==> config.mk <==
export PLATFORM = sky130hd
export DESIGN_NAME = json_string_unescape
export DESIGN_NICKNAME = d
export VERILOG_FILES = /design/src/design/jsu_pkg.sv /design/src/design/json_string_unescape.sv /design/src/design/jsu_front.sv /design/src/design/jsu_queue.sv /design/src/design/jsu_back.sv
export SDC_FILE = /design/constraint.sdc
export NUM_CORES = 1
export LEC_CHECK = 0
export BUFFER_PORTS_ARGS = -buffer_cell sky130_fd_sc_hd__buf_2
export CAP_MARGIN = 20
export CORE_MARGIN = 4
export CORE_UTILIZATION = 35
export CTS_CLUSTER_SIZE = 8
export DETAILED_ROUTE_END_ITERATION = 16
export PLACE_DENSITY = 0.56
export SLEW_MARGIN = 20
export SYNTH_ARGS = -nofsm -noshare
export SYNTH_HDL_FRONTEND = slang
export SYNTH_HIERARCHICAL = 1
export SYNTH_SLANG_ARGS = --single-unit
==> constraint.sdc <==
create_clock -name clk_i -period 7.3 [get_ports clk_i]
set_clock_uncertainty 0.1 [all_clocks]
set_input_delay 0.365 -clock clk_i [delete_from_list [all_inputs] [get_ports clk_i]]
set_output_delay 0.365 -clock clk_i [all_outputs]
set_load 0.01 [all_outputs]
==> src/design/jsu_pkg.sv <==
// shared types and constants for the json string unescaper
package jsu_pkg;

  // parser modes of the front part
  typedef enum logic [3:0] {
    MODE_NORMAL  = 4'd0,
    MODE_ESC     = 4'd1,
    MODE_HEX1    = 4'd2,
    MODE_HEX2    = 4'd3,
    MODE_HEX3    = 4'd4,
    MODE_HEX4    = 4'd5,
    MODE_PAIR_BS = 4'd6,
    MODE_PAIR_U  = 4'd7,
    MODE_LOW1    = 4'd8,
    MODE_LOW2    = 4'd9,
    MODE_LOW3    = 4'd10,
    MODE_LOW4    = 4'd11
  } mode_e;

  // result outcome codes
  localparam logic [2:0] OUT_BYTE     = 3'd0;
  localparam logic [2:0] OUT_DONE     = 3'd1;
  localparam logic [2:0] OUT_BAD_ESC  = 3'd2;
  localparam logic [2:0] OUT_BAD_HEX  = 3'd3;
  localparam logic [2:0] OUT_BAD_SURR = 3'd4;
  localparam logic [2:0] OUT_END      = 3'd5;

  localparam int unsigned CpWidth = 21;

  // one classified item as handed from front to back
  typedef struct packed {
    logic               is_cp;    // value is a code point to encode as utf-8
    logic [CpWidth-1:0] value;    // code point, or raw byte in the low bits
    logic [2:0]         outcome;
  } action_t;

  typedef struct packed {
    logic full;
    logic empty;
  } queue_status_t;

endpackage

==> src/design/json_string_unescape.sv <==
// json string unescaper top level: front parser, action queue, utf-8 back end
// an accepted item is held in the action queue, which absorbs bursts, and then in the
// back end's output register; throughput: one byte per cycle while not full, and a \u
// escape drains 1 to 4 bytes, one per cycle while pop is held, set by that register
// reset: asynchronous active low; queues empty, parser idle until new_string is set
module json_string_unescape #(
  parameter int unsigned QueueDepth = 4
) (
  input  logic       clk_i,
  input  logic       rst_ni,
  input  logic       push,
  output logic       full,
  input  logic [7:0] text_byte_i,
  input  logic       new_string_i,
  output logic       empty,
  input  logic       pop,
  output logic [7:0] data_byte_o,
  output logic [2:0] outcome_o,
  output logic       last_o
);
  import jsu_pkg::*;

  logic          accept;
  logic          act_valid;
  action_t       act, head;
  queue_status_t q_status;
  logic          head_pop;

  assign full   = q_status.full;
  assign accept = push && !q_status.full;

  jsu_front u_front (
    .clk_i       (clk_i),
    .rst_ni      (rst_ni),
    .accept_i    (accept),
    .text_byte_i (text_byte_i),
    .new_string_i(new_string_i),
    .act_valid_o (act_valid),
    .act_o       (act)
  );

  jsu_queue #(
    .Depth(QueueDepth)
  ) u_queue (
    .clk_i   (clk_i),
    .rst_ni  (rst_ni),
    .push_i  (act_valid),
    .item_i  (act),
    .pop_i   (head_pop),
    .item_o  (head),
    .status_o(q_status)
  );

  jsu_back u_back (
    .clk_i       (clk_i),
    .rst_ni      (rst_ni),
    .head_valid_i(!q_status.empty),
    .head_i      (head),
    .head_pop_o  (head_pop),
    .pop_i       (pop),
    .empty_o     (empty),
    .data_byte_o (data_byte_o),
    .outcome_o   (outcome_o),
    .last_o      (last_o)
  );

  // a done or error result is always the item's only and final result
  a_code_is_last: assert property (@(posedge clk_i) disable iff (!rst_ni)
    (!empty && outcome_o != OUT_BYTE) |-> last_o)
    else $error("done or error result not marked last");

  a_code_zero_data: assert property (@(posedge clk_i) disable iff (!rst_ni)
    (!empty && outcome_o != OUT_BYTE) |-> (data_byte_o == 8'h00))
    else $error("done or error result carries data");

  a_outcome_range: assert property (@(posedge clk_i) disable iff (!rst_ni)
    !empty |-> (outcome_o <= OUT_END))
    else $error("outcome code out of range");

  // the back end never pops an empty action queue
  a_no_pop_empty: assert property (@(posedge clk_i) disable iff (!rst_ni)
    head_pop |-> !q_status.empty)
    else $error("action queue popped while empty");

endmodule

==> src/design/jsu_front.sv <==
// front part: parses string body bytes and classifies each item into one action
module jsu_front (
  input  logic            clk_i,
  input  logic            rst_ni,
  input  logic            accept_i,
  input  logic [7:0]      text_byte_i,
  input  logic            new_string_i,
  output logic            act_valid_o,
  output jsu_pkg::action_t act_o
);
  import jsu_pkg::*;

  localparam logic [7:0] ChQuote = 8'h22;
  localparam logic [7:0] ChBslash = 8'h5C;
  localparam logic [7:0] ChSlash = 8'h2F;
  localparam logic [7:0] ChU = 8'h75;

  mode_e       mode_q, mode_d;
  logic [15:0] acc_q, acc_d;
  logic [9:0]  held_q, held_d;
  logic        fin_q, fin_d;

  mode_e       cur_mode;
  logic [15:0] cur_acc;
  logic [9:0]  cur_held;
  logic        cur_fin;
  logic [4:0]  hex;         // bit 4 set means not a hex digit
  logic [15:0] acc_new;
  logic        is_low;

  function automatic logic [4:0] hex_digit(input logic [7:0] c);
    logic [4:0] r;
    r = 5'h10;
    if (c >= 8'h30 && c <= 8'h39) r = {1'b0, c[3:0]};
    else if ((c >= 8'h41 && c <= 8'h46) || (c >= 8'h61 && c <= 8'h66))
      r = {1'b0, c[3:0] + 4'd9};
    return r;
  endfunction

  assign cur_mode = new_string_i ? MODE_NORMAL : mode_q;
  assign cur_acc  = new_string_i ? 16'h0 : acc_q;
  assign cur_held = new_string_i ? 10'h0 : held_q;
  assign cur_fin  = new_string_i ? 1'b0 : fin_q;
  assign hex      = hex_digit(text_byte_i);
  assign acc_new  = {cur_acc[11:0], hex[3:0]};
  assign is_low   = (acc_new[15:10] == 6'b110111);

  always_comb begin
    mode_d      = cur_mode;
    acc_d       = cur_acc;
    held_d      = cur_held;
    fin_d       = cur_fin;
    act_valid_o = 1'b0;
    act_o       = '{is_cp: 1'b0, value: '0, outcome: OUT_BYTE};
    if (!cur_fin) begin
      if (text_byte_i == 8'h00) begin
        act_valid_o   = 1'b1;
        act_o.outcome = OUT_END;
        fin_d         = 1'b1;
        mode_d        = MODE_NORMAL;
      end else begin
        case (cur_mode)
          MODE_ESC: begin
            mode_d      = MODE_NORMAL;
            act_valid_o = 1'b1;
            case (text_byte_i)
              ChQuote, ChBslash, ChSlash: act_o.value = {13'h0, text_byte_i};
              8'h62: act_o.value = {13'h0, 8'h08};
              8'h66: act_o.value = {13'h0, 8'h0C};
              8'h6E: act_o.value = {13'h0, 8'h0A};
              8'h72: act_o.value = {13'h0, 8'h0D};
              8'h74: act_o.value = {13'h0, 8'h09};
              ChU: begin
                act_valid_o = 1'b0;
                acc_d       = 16'h0;
                mode_d      = MODE_HEX1;
              end
              default: begin
                act_o.outcome = OUT_BAD_ESC;
                fin_d         = 1'b1;
              end
            endcase
          end
          MODE_PAIR_BS: begin
            if (text_byte_i == ChBslash) begin
              mode_d = MODE_PAIR_U;
            end else begin
              act_valid_o   = 1'b1;
              act_o.outcome = OUT_BAD_SURR;
              fin_d         = 1'b1;
              mode_d        = MODE_NORMAL;
            end
          end
          MODE_PAIR_U: begin
            if (text_byte_i == ChU) begin
              acc_d  = 16'h0;
              mode_d = MODE_LOW1;
            end else begin
              act_valid_o   = 1'b1;
              act_o.outcome = OUT_BAD_SURR;
              fin_d         = 1'b1;
              mode_d        = MODE_NORMAL;
            end
          end
          MODE_HEX1, MODE_HEX2, MODE_HEX3, MODE_HEX4,
          MODE_LOW1, MODE_LOW2, MODE_LOW3, MODE_LOW4: begin
            if (hex[4]) begin
              act_valid_o   = 1'b1;
              act_o.outcome = OUT_BAD_HEX;
              fin_d         = 1'b1;
              mode_d        = MODE_NORMAL;
            end else begin
              acc_d = acc_new;
              case (cur_mode)
                MODE_HEX1: mode_d = MODE_HEX2;
                MODE_HEX2: mode_d = MODE_HEX3;
                MODE_HEX3: mode_d = MODE_HEX4;
                MODE_LOW1: mode_d = MODE_LOW2;
                MODE_LOW2: mode_d = MODE_LOW3;
                MODE_LOW3: mode_d = MODE_LOW4;
                MODE_HEX4: begin
                  if (acc_new[15:10] == 6'b110110) begin
                    held_d = acc_new[9:0];
                    mode_d = MODE_PAIR_BS;
                  end else if (is_low) begin
                    act_valid_o   = 1'b1;
                    act_o.outcome = OUT_BAD_SURR;
                    fin_d         = 1'b1;
                    mode_d        = MODE_NORMAL;
                  end else begin
                    act_valid_o = 1'b1;
                    act_o.is_cp = 1'b1;
                    act_o.value = {5'h0, acc_new};
                    mode_d      = MODE_NORMAL;
                  end
                end
                default: begin
                  // last digit of the low half
                  act_valid_o = 1'b1;
                  mode_d      = MODE_NORMAL;
                  if (is_low) begin
                    act_o.is_cp = 1'b1;
                    act_o.value = {1'b0, cur_held, acc_new[9:0]} + 21'h10000;
                  end else begin
                    act_o.outcome = OUT_BAD_SURR;
                    fin_d         = 1'b1;
                  end
                end
              endcase
            end
          end
          default: begin
            // normal character mode
            mode_d = MODE_NORMAL;
            if (text_byte_i == ChQuote) begin
              act_valid_o   = 1'b1;
              act_o.outcome = OUT_DONE;
              fin_d         = 1'b1;
            end else if (text_byte_i == ChBslash) begin
              mode_d = MODE_ESC;
            end else begin
              act_valid_o = 1'b1;
              act_o.value = {13'h0, text_byte_i};
            end
          end
        endcase
      end
    end
    if (!accept_i) act_valid_o = 1'b0;
  end

  always_ff @(posedge clk_i or negedge rst_ni) begin
    if (!rst_ni) begin
      mode_q <= MODE_NORMAL;
      acc_q  <= 16'h0;
      held_q <= 10'h0;
      fin_q  <= 1'b1;
    end else if (accept_i) begin
      mode_q <= mode_d;
      acc_q  <= acc_d;
      held_q <= held_d;
      fin_q  <= fin_d;
    end
  end

endmodule

==> src/design/jsu_queue.sv <==
// short action queue between the front and back parts
module jsu_queue #(
  parameter int unsigned Depth = 4
) (
  input  logic                   clk_i,
  input  logic                   rst_ni,
  input  logic                   push_i,
  input  jsu_pkg::action_t       item_i,
  input  logic                   pop_i,
  output jsu_pkg::action_t       item_o,
  output jsu_pkg::queue_status_t status_o
);
  import jsu_pkg::*;

  localparam int unsigned PtrW = (Depth > 1) ? $clog2(Depth) : 1;
  localparam int unsigned CntW = $clog2(Depth + 1);
  localparam logic [PtrW-1:0] LastPtr = PtrW'(Depth - 1);
  localparam logic [CntW-1:0] FullCnt = CntW'(Depth);

  action_t         mem_q [Depth];
  logic [PtrW-1:0] wr_q, wr_d, rd_q, rd_d;
  logic [CntW-1:0] cnt_q, cnt_d;
  logic            do_push, do_pop;

  assign status_o.full  = (cnt_q == FullCnt);
  assign status_o.empty = (cnt_q == '0);
  assign do_push = push_i && !status_o.full;
  assign do_pop  = pop_i && !status_o.empty;
  assign item_o  = mem_q[rd_q];

  always_comb begin
    wr_d  = do_push ? ((wr_q == LastPtr) ? '0 : wr_q + 1'b1) : wr_q;
    rd_d  = do_pop ? ((rd_q == LastPtr) ? '0 : rd_q + 1'b1) : rd_q;
    cnt_d = cnt_q;
    if (do_push && !do_pop) cnt_d = cnt_q + 1'b1;
    else if (do_pop && !do_push) cnt_d = cnt_q - 1'b1;
  end

  always_ff @(posedge clk_i) begin
    if (do_push) mem_q[wr_q] <= item_i;
  end

  always_ff @(posedge clk_i or negedge rst_ni) begin
    if (!rst_ni) begin
      wr_q  <= '0;
      rd_q  <= '0;
      cnt_q <= '0;
    end else begin
      wr_q  <= wr_d;
      rd_q  <= rd_d;
      cnt_q <= cnt_d;
    end
  end

endmodule

==> src/design/jsu_back.sv <==
// back part: expands actions into result bytes, utf-8 encoding code points
module jsu_back (
  input  logic             clk_i,
  input  logic             rst_ni,
  input  logic             head_valid_i,
  input  jsu_pkg::action_t head_i,
  output logic             head_pop_o,
  input  logic             pop_i,
  output logic             empty_o,
  output logic [7:0]       data_byte_o,
  output logic [2:0]       outcome_o,
  output logic             last_o
);
  import jsu_pkg::*;

  logic [1:0]         idx_q, idx_d;
  logic               out_valid_q, out_valid_d;
  logic [7:0]         data_q, data_d;
  logic [2:0]         outcome_q, outcome_d;
  logic               last_q, last_d;
  logic [CpWidth-1:0] cp;
  logic [1:0]         n_m1;     // result count minus one
  logic [7:0]         byte_sel;
  logic               load, final_byte;

  assign cp = head_i.value;

  always_comb begin
    n_m1 = 2'd0;
    if (head_i.is_cp) begin
      if (cp < 21'h80) n_m1 = 2'd0;
      else if (cp < 21'h800) n_m1 = 2'd1;
      else if (cp < 21'h10000) n_m1 = 2'd2;
      else n_m1 = 2'd3;
    end
  end

  always_comb begin
    byte_sel = cp[7:0];
    case (n_m1)
      2'd1: begin
        case (idx_q)
          2'd0:    byte_sel = {3'b110, cp[10:6]};
          default: byte_sel = {2'b10, cp[5:0]};
        endcase
      end
      2'd2: begin
        case (idx_q)
          2'd0:    byte_sel = {4'b1110, cp[15:12]};
          2'd1:    byte_sel = {2'b10, cp[11:6]};
          default: byte_sel = {2'b10, cp[5:0]};
        endcase
      end
      2'd3: begin
        case (idx_q)
          2'd0:    byte_sel = {5'b11110, cp[20:18]};
          2'd1:    byte_sel = {2'b10, cp[17:12]};
          2'd2:    byte_sel = {2'b10, cp[11:6]};
          default: byte_sel = {2'b10, cp[5:0]};
        endcase
      end
      default: byte_sel = cp[7:0];
    endcase
  end

  // output register reloads when empty or being drained
  assign load       = head_valid_i && (!out_valid_q || pop_i);
  assign final_byte = (idx_q == n_m1);
  assign head_pop_o = load && final_byte;

  always_comb begin
    out_valid_d = out_valid_q;
    data_d      = data_q;
    outcome_d   = outcome_q;
    last_d      = last_q;
    idx_d       = idx_q;
    if (out_valid_q && pop_i) out_valid_d = 1'b0;
    if (load) begin
      out_valid_d = 1'b1;
      data_d      = byte_sel;
      outcome_d   = head_i.outcome;
      last_d      = final_byte;
      idx_d       = final_byte ? 2'd0 : idx_q + 2'd1;
    end
  end

  always_ff @(posedge clk_i or negedge rst_ni) begin
    if (!rst_ni) begin
      out_valid_q <= 1'b0;
      idx_q       <= 2'd0;
    end else begin
      out_valid_q <= out_valid_d;
      idx_q       <= idx_d;
    end
  end

  always_ff @(posedge clk_i) begin
    data_q    <= data_d;
    outcome_q <= outcome_d;
    last_q    <= last_d;
  end

  assign empty_o     = !out_valid_q;
  assign data_byte_o = data_q;
  assign outcome_o   = outcome_q;
  assign last_o      = last_q;

endmodule
==> impl_metrics.py, run 1 <==
metrics = {
    "drt": {
        "wl_um": 17650,
        "drt-pass1-iter-count": 7,
        "drc_errors": 0,
        "routed_via_density": 5.754,
        "ant_nets": 0,
        "vias": 5253,
        "drtIter0Drc": 589,
        "post_drt_wl_per_cell_um": 19.33,
    },
    "critical_path": {
        "cp-start-kind": "flop",
        "rrSetupSlack_ns": 2.89,
        "crit_type": "reg2reg",
        "end_kind": "flop",
        "required_ns": 7.54,
        "r2r_end": "u_queue/cnt_q[2]$_DFFE_PN0P_",
        "reg2reg_from": "u_queue/rd_q[0]$_DFFE_PN0P_",
        "worstPathMaxFanout": 20,
        "reg2reg_depth": 13,
        "arrival_ns": 4.66,
    },
    "clocking": {
        "cts_tree": "done",
        "cts_root_buffer": "clkbuf_16",
        "numCtsBuffers": 17,
        "cts_max_level": 4,
        "cts_max_path_buffers": 2,
        "cts_num_sinks": 149,
        "cts_resized": 0,
        "clock_latency_ns": 0.42,
        "path_clk_slew_ns": 0.07,
    },
    "power_and_ir_drop": {
        "p_clk_share_pct": 28.6,
        "pwr-share-comb_pct": 31.1,
        "p_leak_nw": 3.126,
        "pwr-share-seq_pct": 40.3,
        "ir_drop_mv": 0.1588,
        "power_density_nw_per_um2": 355.3,
        "power_switching_mw": 1.038,
        "switching_share_pct": 33.52,
        "power.internal_mw": 2.058,
    },
    "placement": {
        "dp_slack_ns": 2.836,
        "dp_hpwl_um": 12460,
        "numPortBuffers": 26,
        "gp_congestion": 0.8588,
        "dp.cells": 880,
    },
    "die": {
        "ios": 27,
        "die_w_um": 156.8,
        "start_util_pct": 35.49,
        "design.die.area_um2": 24580,
        "die_y_um": 156.8,
        "core-area_um2": 21820,
        "rows": 54,
    },
    "global_routing": {
        "grt_first_pass_wirelength_um": 28470,
        "grt_usage_pct": 14.90,
        "busiest_layer": "met2",
        "grt_start_max_net_pins": 38,
        "grt_overflow": 0,
        "grt_util_met2_pct": 24.35,
        "antenna_found_initial": 0,
        "met3_usage_pct": 2.848,
        "met1_usage_pct": 19.99,
        "grt_pass1_vias": 5096,
    },
    "final_layout": {
        "fin_cells": 913,
        "syn_to_final_growth_pct": 12.49,
        "fillCellCount": 2025,
        "final_layout_size_suffix_gt1_share_pct": 20.22,
        "n_antenna_cell": 0,
        "num-nets-final": 649,
    },
    "synth": {
        "synthCells": 602,
        "ys.flop_type": "edfxtp_1",
        "ys_seq_elements": 149,
        "synth_area_per_cell_um2": 12.87,
        "ys_types": 89,
        "synth_edf_count": 112,
        "ys_seq_area_share_pct": 55.39,
        "synth_nets": 631,
        "ys_warn_count": 6,
        "synth_area_um2": 7746,
        "synthArstFlopShare_pct": 24.83,
    },
    "timing": {
        "worstMarginPinSlew_ns": 0.9107,
        "setup_viol": 0,
        "period_minus_slack_ns": 4.413,
        "rsz0062_at_grt": "false",
        "drv_slew": 0,
        "max-slew-margin-rel_pct": 39.16,
        "tns_ns": 0,
        "hold_viol": 0,
        "whs_ns": 0.1291,
        "finalCritPeriodShare_pct": 60.45,
        "fin_ws_ns": 2.887,
        "fmax_mhz": 226.6,
    },
    "min_path": {
        "holdCritStartpoint": "pop",
        "whs_path_depth": 3,
        "min_to": "u_back/out_valid_q$_DFFE_PN0P_",
        "min_path_type": "in2reg",
    },
    "flow_run": {
        "cap_violations": 0,
    },
    "run_status": {
        "status": "completed",
    },
}
==> worst max-delay path by stage <==
stage                                 from                      endpoint  slack [ns]  cells after the start
2_1_floorplan  u_queue/rd_q[0]$_DFFE_PN0P_  u_queue/cnt_q[1]$_DFFE_PN0P_        3.57                     12
3_3_place_gp   u_queue/rd_q[0]$_DFFE_PN0P_  u_queue/cnt_q[2]$_DFFE_PN0P_        2.52                     13
3_5_place_dp   u_queue/rd_q[0]$_DFFE_PN0P_  u_queue/cnt_q[2]$_DFFE_PN0P_        2.84                     13
4_1_cts        u_queue/rd_q[0]$_DFFE_PN0P_  u_queue/cnt_q[2]$_DFFE_PN0P_        2.83                     13
5_1_grt        u_queue/rd_q[0]$_DFFE_PN0P_  u_queue/cnt_q[2]$_DFFE_PN0P_        2.53                     13
6_report       u_queue/rd_q[0]$_DFFE_PN0P_  u_queue/cnt_q[2]$_DFFE_PN0P_        2.89                     13
==> kinds of logic after synthesis <==
group                      share of synthesized area, %
adders and majority gates                         2.681
xor gates and xnor gates                         0.6784
AOI/OAI and AO/OA                                 14.94
and+or+nand+nor                                   13.58
DFF                                               55.39
buffers and inverters                             3.117
muxes                                             9.611
==> power groups by stage <==
stage / Sequential (mW) / Combinational (mW) / Clock [mW]
after floorplan: 1.21 / 0.754 / 0
after global placement: 1.27 / 0.962 / 0
after detailed placement: 1.27 / 0.967 / 0
after CTS: 1.25 / 0.971 / 0.907
after global routing: 1.27 / 1.05 / 0.949
final: 1.25 / 0.962 / 0.886
==> sequential cells by signal, summed over array words and instances (netlist names) <==
name and cells:
u_front/fin_q 1, u_back/outcome_o 3, u_back/last_o 1, u_queue/wr_q 2
u_back/data_byte_o 8, u_front/held_q 10, u_back/idx_q 2, u_queue/cnt_q 3
u_front/acc_q 12, u_front/mode_q 4, u_queue/mem_q 100, u_back/out_valid_q 1
u_queue/rd_q 2
==> worst max-delay path, stage by stage, from the launching register on <==
cell	delay, ns
dfrtp_2	0.78
buf_4	0.34
mux4_2	0.59
nor4_1	0.68
or4_1	0.26
o311ai_4	0.13
and2_1	0.18
o31ai_2	0.10
ha_1	0.26
inv_1	0.07
fa_1	0.38
xor2_1	0.18
nor2_1	0.12
xor2_1	0.16
==> cells in the final DEF (no fill, tap or decap), drive strengths merged, types with 11 or more instances in the layout <==
master	count
buf	32
clkbuf	17
nand3	19
and2	16
a22oi	17
nand2	49
o21ai	14
a21oi	19
inv	28
edfxtp	112
dfrtp	36
mux4	25
nor3	14
nor2	33
o211ai	11
ha	15
mux2	11
==> area by class of cell <==
cell class	instances	area, um^2	share of cell area (%)
sequential	149	4293	49.27
multi-input combinational	401	3214	36.89
clock buffer	17	425.4	4.882
tap	280	350.3	4.021
timing repair buffer	33	185.2	2.125
clock inverter	15	177.7	2.039
inverter	18	67.56	0.7754
==> synth_stat cells (7+ instances only) <==
master      n  area share [%]
a21oi_1    18             1.2
clkbuf_1   19            0.92
nand2_1    49             2.4
mux2_2      9             1.3
nand2b_1    9            0.73
ha_1       15             2.4
a22oi_1    17             1.6
nor3_1     13            0.84
edfxtp_1  112              43
o211ai_1   11             1.1
nor2b_1     9            0.73
nor2_1     33             1.6
o311ai_0    7            0.79
mux4_2     25             7.3
nand4_1     7            0.57
o21ai_0    10            0.65
a31oi_1     8            0.65
nand3_1    19             1.2
and2_1     15             1.2
a32o_1      9             1.2
buf_2       7            0.45
dfrtp_1    36              12
inv_1      17            0.82
==> per-layer routing <==
metal  up-vias  wire (um)
met4         0        336
met5         -          0
met1      2608       8061
met3        32        798
met2       193       8452
li1       2420          -
==> metrics by stage <==
step / instance area (um^2) / util [%] / power, mW
after floorplan: 7746 / - / 1.965
after global placement: 8098 / 37.11 / 2.227
after detailed placement: 8100 / 37.12 / 2.238
after CTS: 8713 / 39.93 / 3.131
after global routing: 8713 / 39.93 / 3.276
final: 8713 / 39.93 / 3.096
==> what timing repair did <==
| item | 4_1_cts | 5_1_grt |
|---|---|---|
| hold endpoints to repair | 36 | 0 |
| buffers inserted | 0 | 0 |
| hold buffers | 1 | 0 |
Note: power is estimated with default switching activity, not from simulation.
==> run 2: changes to the inputs <==
--- a/config.mk
+++ b/config.mk
@@ -11,7 +11,7 @@
 export CORE_UTILIZATION = 35
 export CTS_CLUSTER_SIZE = 8
 export DETAILED_ROUTE_END_ITERATION = 16
-export PLACE_DENSITY = 0.56
+export PLACE_DENSITY = 0.58
 export SLEW_MARGIN = 20
 export SYNTH_ARGS = -nofsm -noshare
 export SYNTH_HDL_FRONTEND = slang
==> constraint.sdc (replaced) <==
create_clock -name clk_i -period 3.92 [get_ports clk_i]
set_clock_uncertainty 0.1 [all_clocks]
set_input_delay 0.196 -clock clk_i [delete_from_list [all_inputs] [get_ports clk_i]]
set_output_delay 0.196 -clock clk_i [all_outputs]
set_load 0.01 [all_outputs]
==> impl_metrics.py, run 2 (synthesis results as in run 1) <==
metrics = {
    "timing": {
        "max-slew-margin-rel_pct": 37.10,
        "hold_viol": 0,
        "whs_ns": 0.07316,
        "worstMarginPinSlew_ns": 0.9435,
        "setup_viol": 0,
        "drv_slew": 0,
        "period_minus_slack_ns": 3.760,
        "fmax_mhz": 266.0,
        "finalCritPeriodShare_pct": 95.92,
        "rsz0062_at_grt": "false",
    },
    "final_layout": {
        "syn_to_final_growth_pct": 15.36,
        "fillCellCount": 2005,
        "n_antenna_cell": 0,
        "layout_commonest_cell": "edfxtp_1",
        "regMostFlops": "u_queue/mem_q",
        "final_cell_mix": "edfxtp_1, nand2_1, dfrtp_1",
        "multiInputGateArea_um2": 3236,
        "final_layout_size_suffix_gt1_share_pct": 22.24,
        "num-nets-final": 668,
        "seq_area_um2": 4294,
        "postLayoutCoreUtil_pct": 40.95,
        "largest_reg_flops": 100,
        "reg_top3": "u_queue/mem_q: 100 flops, u_front/acc_q: 12 flops, u_front/held_q: 10 flops",
    },
    "drt": {
        "wl_met1_um": 8157,
        "routed_via_density": 5.708,
        "wl_met2_um": 8615,
        "vias": 5320,
        "top_layer_used": "met4",
        "post_drt_wl_per_cell_um": 19.66,
        "wl_um": 18320,
        "drtIter0Drc": 628,
        "wl_met3_um": 996,
        "drc_errors": 0,
        "ant_nets": 0,
        "drt-pass1-iter-count": 7,
    },
    "die": {
        "die_y_um": 156.8,
        "die_w_um": 156.8,
        "start_util_pct": 35.49,
        "ios": 27,
        "core-area_um2": 21820,
        "design.die.area_um2": 24580,
        "rows": 54,
    },
    "power_and_ir_drop": {
        "power_density_nw_per_um2": 659.4,
        "p_leak_nw": 3.227,
        "ir_drop_mv": 0.2987,
        "p_total_mw": 5.893,
    },
    "global_routing": {
        "grt_usage_pct": 15.41,
        "grt_first_pass_wirelength_um": 29660,
        "grt_start_max_net_pins": 38,
        "antenna_found_initial": 0,
        "grt_pass1_vias": 5454,
        "grt_overflow": 0,
    },
    "critical_path": {
        "required_ns": 4.12,
        "reg2reg_from": "u_queue/rd_q[0]$_DFFE_PN0P_",
        "crit_type": "reg2reg",
        "arrival_ns": 3.96,
        "critPathSlowestCell": "mux4_2",
        "worstPathMaxFanout": 18,
        "path_depth": 11,
        "cp-start-kind": "flop",
        "critPathTopFamily": "multiplexers",
        "crit_buf_inv": 2,
        "r2r_end": "u_queue/cnt_q[1]$_DFFE_PN0P_",
        "reg2reg_depth": 11,
        "cp_cell_sequence": "buf_12 -> mux4_2 -> or4_4 -> o21a_4 -> o311ai_4 -> and2_1 -> o31ai_2 -> ha_1 -> inv_1 -> fa_1 -> mux2_2",
        "end_kind": "flop",
        "rrSetupSlack_ns": 0.16,
        "cp_slowest_stage_delay_ns": 0.58,
    },
    "placement": {
        "numPortBuffers": 26,
        "gp_congestion": 0.8662,
        "dp_hpwl_um": 13060,
    },
    "clocking": {
        "cts_max_path_buffers": 2,
        "cts_max_level": 4,
        "clock_latency_ns": 0.42,
        "numCtsBuffers": 17,
        "cts_root_buffer": "clkbuf_16",
        "cts_tree": "done",
        "cts_num_sinks": 149,
        "path_clk_slew_ns": 0.06,
    },
    "min_path": {
        "min_to": "u_front/fin_q$_DFFE_PN1P_",
        "min_path_type": "in2reg",
        "whs_path_depth": 4,
        "holdCritStartpoint": "push",
    },
    "run_status": {
        "status": "completed",
    },
    "flow_run": {
        "cap_violations": 0,
    },
}
run 2: final cells by class:
| class | count | area share (%) |
|---|---|---|
| flip-flops and latches | 149 | 48.05 |
| multi-input cells | 401 | 36.21 |
| clock buffers | 24 | 5.503 |
| repair buffers | 52 | 4.439 |
| well taps | 280 | 3.920 |
| clock inverters | 8 | 1.120 |
| inverters | 18 | 0.7561 |
run 2: worst max-delay path by stage:
stage	from	end	slack [ns]
detailed placement	u_queue/rd_q[1]$_DFFE_PN0P_	u_queue/cnt_q[1]$_DFFE_PN0P_	-0.04
floorplan	u_queue/rd_q[0]$_DFFE_PN0P_	u_queue/cnt_q[1]$_DFFE_PN0P_	0.19
global route	u_queue/rd_q[0]$_DFFE_PN0P_	u_queue/cnt_q[1]$_DFFE_PN0P_	0.009
finish	u_queue/rd_q[0]$_DFFE_PN0P_	u_queue/cnt_q[1]$_DFFE_PN0P_	0.16
CTS	u_queue/rd_q[0]$_DFFE_PN0P_	u_queue/cnt_q[1]$_DFFE_PN0P_	0.13
global placement	u_queue/rd_q[1]$_DFFE_PN0P_	u_queue/cnt_q[1]$_DFFE_PN0P_	0.08
run 2: per-stage QoR:
stage	setup slack (ns)	instance area [um^2]	TNS, ns	std cells
6_report	0.1601	8936	0	932
5_1_grt	0.008829	8936	0	932
4_1_cts	0.1255	8901	0	931
3_5_place_dp	-0.03900	8288	-0.03900	897
3_3_place_gp	0.07994	8288	0	897
2_1_floorplan	0.1891	7746	0	602
run 2: tightest hold or removal path, delay by kind of cell:
kind	cells	cell delay [ns]
buffers and inverters	1	0.10
and+or+nand+nor	2	0.24
AOI/OAI and AO/OA	1	0.05
run 2: power by group:
group | leakage, nW | internal [mW] | switching, mW
logic | 1.38 | 0.891 | 1.13
clock network | 0.290 | 1.00 | 0.609
registers | 1.56 | 2.08 | 0.177
run 2: repair_timing:
item                                   in CTS  in global routing
setup buffers                               0                  1
setup endpoints to repair                   2                  2
hold buffers                                2                  0
endpoints found under the hold margin      37                  0
resized for setup                           1                  6
run 2: metal layers:
metal	global-route usage (%)	up-vias
met5	0	-
met1	20.67	2630
met2	24.08	195
met4	6.653	0
met3	3.512	38
li1	-	2457
==> run 3: changes to the inputs <==
--- a/config.mk
+++ b/config.mk
@@ -11,8 +11,8 @@
 export CORE_UTILIZATION = 35
 export CTS_CLUSTER_SIZE = 8
 export DETAILED_ROUTE_END_ITERATION = 16
+export GPL_TIMING_DRIVEN = 0
 export PLACE_DENSITY = 0.58
-export SLEW_MARGIN = 20
 export SYNTH_ARGS = -nofsm -noshare
 export SYNTH_HDL_FRONTEND = slang
 export SYNTH_HIERARCHICAL = 1
==> impl_metrics.py, run 3 (synthesis results as in run 1) <==
metrics = {
    "timing": {
        "max-slew-margin-rel_pct": 41.30,
        "whs_ns": 0.1170,
        "period_minus_slack_ns": 3.794,
        "worstMarginPinSlew_ns": 0.8805,
        "drv_slew": 0,
        "finalCritPeriodShare_pct": 96.78,
        "setup_viol": 0,
        "hold_viol": 0,
        "fmax_mhz": 263.6,
    },
    "final_layout": {
        "fillCellCount": 2011,
        "final_cell_mix": "edfxtp_1, nand2_1, dfrtp_1",
        "syn_to_final_growth_pct": 18.11,
        "reg_top3": "u_queue/mem_q: 100 flops, u_front/acc_q: 12 flops, u_front/held_q: 10 flops",
        "final_layout_size_suffix_gt1_share_pct": 23.89,
        "fin_area_um2": 9149,
        "regMostFlops": "u_queue/mem_q",
        "layout_commonest_cell": "edfxtp_1",
        "num-nets-final": 694,
        "largest_reg_flops": 100,
        "n_antenna_cell": 0,
        "multiInputGateArea_um2": 3268,
        "seq_area_um2": 4290,
    },
    "power_and_ir_drop": {
        "power_switching_mw": 2.109,
        "p_clk_share_pct": 26.8,
        "switching_share_pct": 34.39,
        "ir_drop_mv": 0.2628,
        "pwr-share-seq_pct": 36.2,
        "p_leak_nw": 3.313,
        "power_density_nw_per_um2": 670.2,
        "pwr-share-comb_pct": 37.0,
        "power.internal_mw": 4.023,
    },
    "critical_path": {
        "critPathTopFamily": "simple AND/OR/NAND/NOR gates",
        "arrival_ns": 3.99,
        "crit_buf_inv": 3,
        "cp_slowest_stage_delay_ns": 0.56,
        "cp-start-kind": "flop",
        "crit_type": "reg2reg",
        "end_kind": "flop",
        "cp_cell_sequence": "buf_12 -> buf_12 -> mux4_2 -> nor3_4 -> nand4_1 -> or4_4 -> o311ai_4 -> and2_4 -> o31ai_2 -> ha_2 -> inv_1 -> fa_1 -> mux2_2",
        "critical_path.most_common_cell": "buf_12",
        "worstPathMaxFanout": 10,
        "required_ns": 4.12,
        "critPathSlowestCell": "mux4_2",
    },
    "placement": {
        "numPortBuffers": 24,
        "gp_congestion": 0.8922,
        "dpl-instance-area_um2": 8314,
        "dp_hpwl_um": 14010,
    },
    "drt": {
        "post_drt_wl_per_cell_um": 20.63,
        "drtIter0Drc": 542,
        "vias": 5486,
        "routed_via_density": 5.727,
        "ant_nets": 0,
        "drc_errors": 0,
        "wl_um": 19760,
        "drt-pass1-iter-count": 5,
    },
    "global_routing": {
        "grt_overflow": 0,
        "grt_usage_pct": 16.57,
        "grt_first_pass_wirelength_um": 31410,
        "grt_pass1_vias": 5537,
        "grt_start_max_net_pins": 38,
        "antenna_found_initial": 0,
    },
    "die": {
        "rows": 54,
        "core-area_um2": 21820,
        "die_w_um": 156.8,
        "ios": 27,
        "design.die.area_um2": 24580,
        "start_util_pct": 35.49,
        "die_y_um": 156.8,
    },
    "clocking": {
        "numCtsBuffers": 17,
        "cts_root_buffer": "clkbuf_16",
        "cts_num_sinks": 149,
        "cts_max_path_buffers": 2,
        "cts_max_level": 4,
        "path_clk_slew_ns": 0.07,
        "cts_tree": "done",
        "clock_latency_ns": 0.42,
    },
    "min_path": {
        "min_path_type": "in2reg",
    },
    "flow_run": {
        "cap_violations": 0,
    },
    "run_status": {
        "status": "completed",
    },
}
run 3: timing repair:
action / in CTS / in global routing
buffers inserted: 5 / 10
resized for setup: 15 / 8
pin swaps: 2 / 6
hold endpoints to repair: 37 / 0
setup endpoints to repair: 2 / 2
hold buffers: 2 / 0
run 3: through the flow:
| step | power, mW | utilization, % | TNS (ns) | cells | worst slack, ns |
|---|---|---|---|---|---|
| 2_1_floorplan | 3.661 | - | 0 | 602 | 0.1891 |
| 3_3_place_gp | 4.203 | 37.65 | -32.26 | 906 | -0.4728 |
| 3_5_place_dp | 4.317 | 38.10 | -0.8979 | 910 | -0.4955 |
| 4_1_cts | 6.088 | 41.38 | 0 | 949 | 0.01655 |
| 5_1_grt | 6.505 | 41.92 | -0.01545 | 958 | -0.01545 |
| 6_report | 6.132 | 41.92 | 0 | 958 | 0.1263 |
run 3: worst paths after layout:
| check | end | startpoint | cells past startpoint | slack (ns) |
|---|---|---|---|---|
| min in group asynchronous | u_front/mode_q[3]$_DFFE_PN0P_ | rst_ni | 2 | 0.34 |
| worst max register to register | u_queue/cnt_q[1]$_DFFE_PN0P_ | u_queue/rd_q[0]$_DFFE_PN0P_ | 13 | 0.13 |
| worst min register to register | u_front/held_q[3]$_DFFE_PN0P_ | u_front/held_q[3]$_DFFE_PN0P_ | 1 | 0.41 |
| worst min-delay path | u_front/fin_q$_DFFE_PN1P_ | push | 4 | 0.12 |
| worst max-delay path | u_queue/cnt_q[1]$_DFFE_PN0P_ | u_queue/rd_q[0]$_DFFE_PN0P_ | 13 | 0.13 |
| max in group asynchronous | u_front/acc_q[8]$_DFFE_PN0P_ | rst_ni | 2 | 2.83 |
run 3: final cells by class:
class	count	share of cell area [%]
plain buffers	32	2.270
clock buffers	17	4.650
clock inverters	15	1.901
inverters	18	0.7385
multi-input cells	401	35.72
flip-flops and latches	149	46.90
well taps	280	3.829
repair buffers	46	3.993
run 3: metal layers:
layer  routed length [um]  vias up  track usage (%)  share of wire (%)
met2                 9741      182            27.25                 49
li1                     -     2515                -                  -
met1                 8632     2755            22.34                 44
met4                  347        0            4.504                1.8
met3                 1038       34            3.540                5.3
met5                    0        -                0                  0
run 3: power groups by stage:
stage | registers, mW | logic [mW] | clock network (mW)
finish | 2.22 | 2.27 | 1.64
global route | 2.25 | 2.49 | 1.76
CTS | 2.23 | 2.18 | 1.68
detailed placement | 2.26 | 2.06 | 0
global placement | 2.24 | 1.96 | 0
floorplan | 2.26 | 1.40 | 0
run 3: worst min-delay path, stage by stage:
cell     delay, ns
buf_2         0.09
nor2b_4       0.15
nor2_1        0.11
a41oi_1       0.07
